`config.mk`:
```
export PLATFORM = sky130hd
export DESIGN_NAME = active_note_table_core
export DESIGN_NICKNAME = d
export VERILOG_FILES = /design/src/hw/rtl/ant_pkg.sv /design/src/hw/rtl/ant_cell.sv /design/src/hw/rtl/ant_ctrl.sv /design/src/hw/rtl/active_note_table_core.sv
export SDC_FILE = /design/constraint.sdc
export NUM_CORES = 2
export LEC_CHECK = 0
export BUFFER_PORTS_ARGS = -buffer_cell sky130_fd_sc_hd__buf_4
export CAP_MARGIN = 0
export CORE_MARGIN = 2
export CORE_UTILIZATION = 45
export CTS_CLUSTER_SIZE = 12
export DETAILED_ROUTE_END_ITERATION = 10
export PLACE_DENSITY = 0.6
export SLEW_MARGIN = 20
export SYNTH_ARGS = -nofsm -noshare
export SYNTH_HDL_FRONTEND = slang
export SYNTH_SLANG_ARGS = --single-unit
```
`constraint.sdc`:
```
create_clock -name clk_i -period 8.4 [get_ports clk_i]
set_input_delay 0.42 -clock clk_i [delete_from_list [all_inputs] [get_ports clk_i]]
set_output_delay 0.42 -clock clk_i [all_outputs]
set_load 0.005 [all_outputs]
```
`src/hw/rtl/ant_pkg.sv`:
```
// Shared types, sizes and codes for the active note table.
`default_nettype none

package ant_pkg;

  // Table size and the index and count widths derived from it.
  localparam int unsigned MaxActive = 32;
  localparam int unsigned IdxW      = $clog2(MaxActive);
  localparam int unsigned CntW      = $clog2(MaxActive + 1);

  // Command codes carried on the slave-side tuser.
  typedef enum logic [1:0] {
    CMD_START   = 2'd0,
    CMD_EXPIRE  = 2'd1,
    CMD_ALL_OFF = 2'd2,
    CMD_RELEASE = 2'd3
  } cmd_e;

  // Result kinds carried on the master-side tuser.
  typedef enum logic [1:0] {
    KIND_ON   = 2'd0,
    KIND_OFF  = 2'd1,
    KIND_DONE = 2'd2,
    KIND_DROP = 2'd3
  } kind_e;

  // Controller states, one-hot.
  typedef enum logic [2:0] {
    ST_IDLE  = 3'b001,
    ST_SWEEP = 3'b010,
    ST_FLUSH = 3'b100
  } state_e;

  // One table entry.
  typedef struct packed {
    logic [31:0] end_tick;
    logic [15:0] note_id;
    logic [7:0]  track;
  } entry_t;

  // Control broadcast to every cell of the chain.
  typedef struct packed {
    logic            shift;
    logic            wr_en;
    logic [IdxW-1:0] wr_idx;
  } cell_ctl_t;

endpackage

`default_nettype wire

```
`src/hw/rtl/ant_cell.sv`:
```
// One cell of the note chain: holds a single entry and takes its neighbor's on a shift.
`default_nettype none

module ant_cell
  import ant_pkg::*;
(
  input  wire logic            clk_i,
  input  wire logic [IdxW-1:0] idx_i,
  input  cell_ctl_t            ctl_i,
  input  entry_t               wr_data_i,
  input  entry_t               next_i,
  output entry_t               data_o
);

  entry_t data_q;
  entry_t data_d;

  // A write aimed at this cell wins over the shift from the neighbor.
  always_comb begin
    data_d = data_q;
    if (ctl_i.wr_en && (ctl_i.wr_idx == idx_i)) begin
      data_d = wr_data_i;
    end else if (ctl_i.shift) begin
      data_d = next_i;
    end
  end

  always_ff @(posedge clk_i) begin
    data_q <= data_d;
  end

  assign data_o = data_q;

endmodule

`default_nettype wire

```
`src/hw/rtl/ant_ctrl.sv`:
```
// Command sequencer: walks the head of the cell chain and drives the result register.
`default_nettype none

module ant_ctrl
  import ant_pkg::*;
(
  input  wire logic        clk_i,
  input  wire logic        rst_ni,
  input  wire logic        s_axis_tvalid,
  output logic             s_axis_tready,
  input  wire logic [87:0] s_axis_tdata,
  input  wire logic [1:0]  s_axis_tuser,
  output logic             m_axis_tvalid,
  input  wire logic        m_axis_tready,
  output logic [23:0]      m_axis_tdata,
  output logic [1:0]       m_axis_tuser,
  output logic             m_axis_tlast,
  input  entry_t           head_i,
  output cell_ctl_t        ctl_o,
  output entry_t           wr_data_o
);

  state_e          state_q, state_d;
  logic [CntW-1:0] count_q, count_d;
  logic [CntW-1:0] rem_q, rem_d;
  logic [CntW-1:0] keep_q, keep_d;
  logic [IdxW-1:0] wptr_q, wptr_d;
  cmd_e            mode_q, mode_d;
  logic [31:0]     key_q, key_d;
  logic            pend_valid_q, pend_valid_d;
  entry_t          pend_q, pend_d;
  logic            out_valid_q, out_valid_d;
  kind_e           out_kind_q, out_kind_d;
  logic [7:0]      out_track_q, out_track_d;
  logic [15:0]     out_note_q, out_note_d;
  logic            out_last_q, out_last_d;

  entry_t          in_entry;
  cmd_e            in_cmd;
  logic [31:0]     in_now;
  logic            accept;
  logic            out_free;
  logic            gone;
  logic            step;

  // Unpack the request.
  assign in_entry.track    = s_axis_tdata[7:0];
  assign in_entry.note_id  = s_axis_tdata[23:8];
  assign in_entry.end_tick = s_axis_tdata[55:24];
  assign in_now            = s_axis_tdata[87:56];
  assign in_cmd            = cmd_e'(s_axis_tuser);

  assign out_free      = !out_valid_q || m_axis_tready;
  assign s_axis_tready = (state_q == ST_IDLE) && out_free;
  assign accept        = s_axis_tvalid && s_axis_tready;

  // Removal test on the entry at the head of the chain.
  always_comb begin
    case (mode_q)
      CMD_EXPIRE:  gone = (head_i.end_tick <= key_q);
      CMD_ALL_OFF: gone = 1'b1;
      CMD_RELEASE: gone = (head_i.track == key_q[7:0]);
      default:     gone = 1'b0;
    endcase
  end

  // A removed note can only advance when the pending one has room to leave.
  assign step = (state_q == ST_SWEEP) && (!gone || !pend_valid_q || out_free);

  // Next-state logic for the sequencer, the pending note and the result register.
  always_comb begin
    state_d      = state_q;
    count_d      = count_q;
    rem_d        = rem_q;
    keep_d       = keep_q;
    wptr_d       = wptr_q;
    mode_d       = mode_q;
    key_d        = key_q;
    pend_valid_d = pend_valid_q;
    pend_d       = pend_q;
    out_valid_d  = out_valid_q && !m_axis_tready;
    out_kind_d   = out_kind_q;
    out_track_d  = out_track_q;
    out_note_d   = out_note_q;
    out_last_d   = out_last_q;
    ctl_o        = '0;
    wr_data_o    = in_entry;

    case (state_q)
      ST_IDLE: begin
        if (accept) begin
          if (in_cmd == CMD_START) begin
            out_valid_d = 1'b1;
            out_track_d = in_entry.track;
            out_note_d  = in_entry.note_id;
            out_last_d  = 1'b1;
            if (count_q < CntW'(MaxActive)) begin
              ctl_o.wr_en  = 1'b1;
              ctl_o.wr_idx = count_q[IdxW-1:0];
              count_d      = count_q + CntW'(1);
              out_kind_d   = KIND_ON;
            end else begin
              out_kind_d = KIND_DROP;
            end
          end else begin
            mode_d       = in_cmd;
            key_d        = (in_cmd == CMD_RELEASE) ? {24'd0, in_entry.track} : in_now;
            rem_d        = count_q;
            keep_d       = '0;
            wptr_d       = IdxW'(count_q - CntW'(1));
            pend_valid_d = 1'b0;
            state_d      = (count_q == '0) ? ST_FLUSH : ST_SWEEP;
          end
        end
      end

      ST_SWEEP: begin
        if (step) begin
          // Every cell moves one place toward the head; a kept note is
          // written back just behind the notes still to be examined.
          ctl_o.shift = 1'b1;
          wr_data_o   = head_i;
          rem_d       = rem_q - CntW'(1);
          if (gone) begin
            wptr_d       = wptr_q - IdxW'(1);
            pend_valid_d = 1'b1;
            pend_d       = head_i;
            if (pend_valid_q) begin
              out_valid_d = 1'b1;
              out_kind_d  = KIND_OFF;
              out_track_d = pend_q.track;
              out_note_d  = pend_q.note_id;
              out_last_d  = 1'b0;
            end
          end else begin
            ctl_o.wr_en  = 1'b1;
            ctl_o.wr_idx = wptr_q;
            keep_d       = keep_q + CntW'(1);
          end
          if (rem_q == CntW'(1)) begin
            state_d = ST_FLUSH;
          end
        end
      end

      ST_FLUSH: begin
        // The last removed note closes the command, or a done item if none.
        if (out_free) begin
          out_valid_d = 1'b1;
          out_last_d  = 1'b1;
          if (pend_valid_q) begin
            out_kind_d  = KIND_OFF;
            out_track_d = pend_q.track;
            out_note_d  = pend_q.note_id;
          end else begin
            out_kind_d  = KIND_DONE;
            out_track_d = '0;
            out_note_d  = '0;
          end
          pend_valid_d = 1'b0;
          count_d      = keep_q;
          state_d      = ST_IDLE;
        end
      end

      default: begin
        state_d = ST_IDLE;
      end
    endcase
  end

  // Control registers.
  always_ff @(posedge clk_i or negedge rst_ni) begin
    if (!rst_ni) begin
      state_q      <= ST_IDLE;
      count_q      <= '0;
      rem_q        <= '0;
      keep_q       <= '0;
      wptr_q       <= '0;
      mode_q       <= CMD_START;
      pend_valid_q <= 1'b0;
      out_valid_q  <= 1'b0;
    end else begin
      state_q      <= state_d;
      count_q      <= count_d;
      rem_q        <= rem_d;
      keep_q       <= keep_d;
      wptr_q       <= wptr_d;
      mode_q       <= mode_d;
      pend_valid_q <= pend_valid_d;
      out_valid_q  <= out_valid_d;
    end
  end

  // Payload registers.
  always_ff @(posedge clk_i) begin
    key_q       <= key_d;
    pend_q      <= pend_d;
    out_kind_q  <= out_kind_d;
    out_track_q <= out_track_d;
    out_note_q  <= out_note_d;
    out_last_q  <= out_last_d;
  end

  assign m_axis_tvalid = out_valid_q;
  assign m_axis_tdata  = {out_note_q, out_track_q};
  assign m_axis_tuser  = out_kind_q;
  assign m_axis_tlast  = out_last_q;

endmodule

`default_nettype wire

```
`src/hw/rtl/active_note_table_core.sv`:
```
// Top level of the active note table: sequencer plus a chain of entry cells.
//
// Requests enter on the slave-side stream: tuser holds the command, tdata the
// track, note identity, end tick and expire tick. Results leave on the
// master-side stream: tuser holds the kind, tdata the track and note, and
// tlast marks the final result of each request.
// A start request is taken and its note-on or dropped result is valid the
// cycle after. Expire, all-off and release walk the table through the head
// of the cell chain, one entry per cycle while the receiver keeps up, and
// keep the table order of the notes that stay.
// A new request is taken only once the previous one has finished and the
// result register is free or being emptied. When the receiver stalls, the
// walk halts at a removed note until the earlier removed note's result can leave.
// Reset empties the table and clears the result register; the entry cells
// themselves are not cleared, since only stored entries are ever read.
`default_nettype none

module active_note_table_core
  import ant_pkg::*;
(
  input  wire logic        clk_i,
  input  wire logic        rst_ni,
  input  wire logic        s_axis_tvalid,
  output logic             s_axis_tready,
  // tdata: track[7:0], note_id[23:8], note_end[55:24], now_tick[87:56]
  input  wire logic [87:0] s_axis_tdata,
  // tuser: command[1:0]
  input  wire logic [1:0]  s_axis_tuser,
  output logic             m_axis_tvalid,
  input  wire logic        m_axis_tready,
  // tdata: out_track[7:0], out_note[23:8]
  output logic [23:0]      m_axis_tdata,
  // tuser: kind[1:0]
  output logic [1:0]       m_axis_tuser,
  output logic             m_axis_tlast
);

  cell_ctl_t ctl;
  entry_t    wr_data;
  entry_t    cell_data [MaxActive];

  // Sequencer and result register.
  ant_ctrl u_ctrl (
    .clk_i         (clk_i),
    .rst_ni        (rst_ni),
    .s_axis_tvalid (s_axis_tvalid),
    .s_axis_tready (s_axis_tready),
    .s_axis_tdata  (s_axis_tdata),
    .s_axis_tuser  (s_axis_tuser),
    .m_axis_tvalid (m_axis_tvalid),
    .m_axis_tready (m_axis_tready),
    .m_axis_tdata  (m_axis_tdata),
    .m_axis_tuser  (m_axis_tuser),
    .m_axis_tlast  (m_axis_tlast),
    .head_i        (cell_data[0]),
    .ctl_o         (ctl),
    .wr_data_o     (wr_data)
  );

  // Chain of cells; each takes its upper neighbor's entry on a shift.
  for (genvar i = 0; i < MaxActive; i++) begin : g_cell
    entry_t next_entry;
    if (i == MaxActive - 1) begin : g_tail
      assign next_entry = cell_data[i];
    end else begin : g_body
      assign next_entry = cell_data[i+1];
    end

    ant_cell u_cell (
      .clk_i     (clk_i),
      .idx_i     (IdxW'(i)),
      .ctl_i     (ctl),
      .wr_data_i (wr_data),
      .next_i    (next_entry),
      .data_o    (cell_data[i])
    );
  end

endmodule

`default_nettype wire
```
==> key figures <==
GRT
  • Vias in the first global route: 40600
  • Grt total ovfl: 0
  • Largest net degree at the start of global routing: 70
  • Initial antenna violation count: 5
  • First-pass GRT wire length: 271000 µm
  • Tot GR Track Use: 19.1%

Clocking
  • TritonCTS Sinks: 1905
  • Clock transition at path regs: approximately 60 ps
  • CTS buffer count: a little under 200
  • PostCTS Resize Cnt: 0
  • Max H-tree Level: 4
  • Setup Fix Bufs, Post-CTS: 0
  • Worst skew pair latency: 850 ps
  • Clock Tree Buf Depth: 3
  • CTS tree: built
  • Root buf cell: clkbuf_16
  • # hold bufs at CTS: 61

Min path
  • Hold Crit Class: primary input to flop

Run
  • Max cap viols: 0

STA
  • Final Hold Vio Count: 0
  • Crit path time final: ~6400 ps
  • TNS Setup: 0 ps
  • Slew @ Worst Pin: 1130 ps
  • Unrepaired setup endpoints after global routing: false
  • Setup-failing EPs final: 0
  • Worst Skew: 43.7 ps
  • Final WS setup: roughly 2000 ps
  • Fmax: approximately 160 MHz
  • Rel. slew slack: 23.9%
  • Final Cycle Share: 75.8%
  • Count of pins over their slew limit: 0

Layout
  • Register area: 0.0571 mm²
  • Most common cell after layout, fill and taps aside: edfxtp_1
  • Most frequent cells in the layout: edfxtp_1, mux2_2, mux2_1
  • Fraction of layout cells with a size suffix above 1: 43.1%
  • Area growth syn-to-layout: 11.0%
  • Footprint of the multi-input gates: 0.0241 mm²
  • Fill count: about 15000
  • Core Util, Final: 50.4%
  • Fin cells: 7219
  • Final Cell Area: 0.0923 mm²
  • Nets: 4747

Floorplan
  • Die X: ~430 µm
  • Cell row count: 157
  • Core area: 0.183 mm²
  • Die Y: 434 µm
  • I/O pin count: between 100 and 150
  • Starting Density: 45.4%
  • Die Area: 0.188 mm²

Setup path
  • Worst Setup Start Kind: flop
  • Crit path largest cell delay: 1080 ps
  • Worst path required time: 8850 ps
  • CP arrival: 6820 ps
  • Cell breakdown of the critical path: ha_1 -> nand4_1 -> nor4_1 -> a21boi_1 -> o31a_2 -> o21ai_4 -> o32ai_2 -> and4_4 -> o21bai_4 -> buf_4
  • Delay-heaviest family, CP: simple AND/OR/NAND/NOR gates
  • Buf/Inv on CP: 1
  • CP max stage cell: nor4_1
  • Crit path kind: flop to flop
  • Critical path peak fanout: 57
  • Crit. End Element: flop

Synthesis
  • Main synth FF type: edfxtp_1
  • Post-synth EDFFs: 1875
  • Cells after Synth: 4564
  • Synth Cell Area: 0.0832 mm²
  • Syn avg cell area: 18.2 µm²
  • Post-Syn Nets: 4696
  • Unique cell type count in the Yosys netlist: 67
  • Async S/R FF share, synth: 1.57%
  • Synth Register Bits: 1905
  • Seq/Total Area, Yosys: 68.6%
  • Synth warn: 0

Place
  • GPL Wtd Cong: 0.824
  • Dpl hpwl: 107000 µm
  • PortBufs: 122
  • Placed insts: 6822
  • Area after DPL: 0.0858 mm²
  • DP Worst Slack: 1990 ps

Power
  • P_leak: roughly 31 nW
  • Internal: around 0.018 W
  • IR drop worst, VDD: 230 µV
  • Clock Power Share: 32.7%
  • Switch Pwr: 0.00652 W
  • Pwr/cell area: 267 mW/mm²
  • Switching part of the total: between 20% and 30%
  • Logic pwr share: 15.1%
  • Seq pwr share: 52.2%

Routing
  • Via count: 39400
  • Post-route ant nets: 0
  • Vias per cell: 5.46
  • DRT Pass-1 Iters: 5
  • Wirelength per Cell: between 20 and 25 µm
  • DR DRC count: 0
  • DRT Wirelength: 179000 µm
  • Initial DRC Count: 3182

Outcome
  • Status: completed
## state kept, by name, summed over array words and instances, names as in the netlist, 2 cells and up
signal,flops
u_ctrl.out_note_q,16
g_cell.u_cell.data_o,1792
u_ctrl.count_q,6
u_ctrl.out_track_q,8
u_ctrl.key_q,32
u_ctrl.rem_q,6
u_ctrl.wptr_q,5
u_ctrl.state_q,3
u_ctrl.mode_q,2
u_ctrl.m_axis_tuser,2
u_ctrl.keep_q,6
u_ctrl.pend_q,24
## tightest hold or removal path: cells and delay by family
| kind | cells | cell delay, ps |
|---|---|---|
| and+or+nand+nor | 1 | 120 |
| buffers and inverters | 1 | 100 |
| AOI/OAI and AO/OA | 2 | 230 |
## metal layers
metal	part of all wire, %	GRT usage [%]	vias up
met4	3.2	6.69	2
met2	45	28.6	884
met1	48	28.5	20400
met3	4.4	2.90	255
li1	-	-	17900
met5	0.0073	0	-
## area by class of cell
cell class              instances  share of cell area [%]
inverters                      41                   0.167
well taps                    2464                    3.34
multi-input cells            2226                    26.1
diodes                          5                  0.0135
clock buffers                 256                    5.55
repair buffers                247                    2.19
clock inverters                75                   0.805
flip-flops and latches       1905                    61.8
## metrics by stage
stage	hold WS (ps)	power, W
final	90.6	0.0247
after floorplan	124	0.0155
after CTS	28.0	0.0250
after global placement	387	0.0167
after global routing	69.4	0.0257
after detailed placement	393	0.0168
## Yosys cell counts, types with 4 or more instances
cell,n,area [µm²]
buf_6,32,360
ha_1,38,475
o21bai_1,8,60.1
a22o_1,29,254
clkbuf_2,54,270
nand2b_1,7,43.8
nor4_1,7,43.8
buf_4,70,526
mux2_2,1406,15800
mux2i_1,6,60.1
nor3_1,12,60.1
nand3b_1,5,37.5
and2_1,26,163
nand3_2,7,70.1
nor2_1,36,135
and3_1,10,62.6
nor2b_1,5,31.3
mux2_1,261,2940
xnor2_1,10,87.6
edfxtp_1,1875,56300
nand4_1,12,75.1
buf_2,172,861
clkbuf_1,57,214
mux2_4,136,2040
nand2_1,66,248
a21oi_1,31,155
buf_1,7,26.3
dfrtp_1,29,726
a21o_1,5,37.5
inv_1,41,154
a31oi_1,5,31.3
o21ai_0,28,140
nand3_1,20,100
o211ai_1,4,30.0
## power by group through the flow
stage               Combinational (W)  Clock, W  Sequential, W
floorplan                     0.00257         0         0.0129
global route                  0.00405   0.00864         0.0130
detailed placement            0.00372         0         0.0131
global placement              0.00368         0         0.0131
finish                        0.00372   0.00808         0.0129
CTS                           0.00378   0.00828         0.0129
## worst paths after layout
kind	from	endpoint	slack [ps]	cells after the start
min in group asynchronous	rst_ni	u_ctrl.rem_q[4]	260	2
setup reg to reg	g_cell[0].u_cell.data_o[38]	g_cell[5].u_cell.data_o[29]	2030	10
max in group asynchronous	rst_ni	u_ctrl.state_q[0]	7790	2
hold reg to reg	g_cell[0].u_cell.data_o[22]	u_ctrl.pend_q[22]	450	0
hold / removal	s_axis_tvalid	u_ctrl.state_q[2]	90	4
setup / recovery	g_cell[0].u_cell.data_o[38]	g_cell[5].u_cell.data_o[29]	2030	10
## kinds of logic after synthesis
| group | share of synthesized area [%] |
|---|---|
| mux | 25.1 |
| simple gates | 1.44 |
| compound gates | 1.29 |
| flops | 68.6 |
| xor+xnor | 0.105 |
| fa+ha+maj | 0.572 |
| buf+inv | 2.90 |
Power figures use the tool's default switching activity.
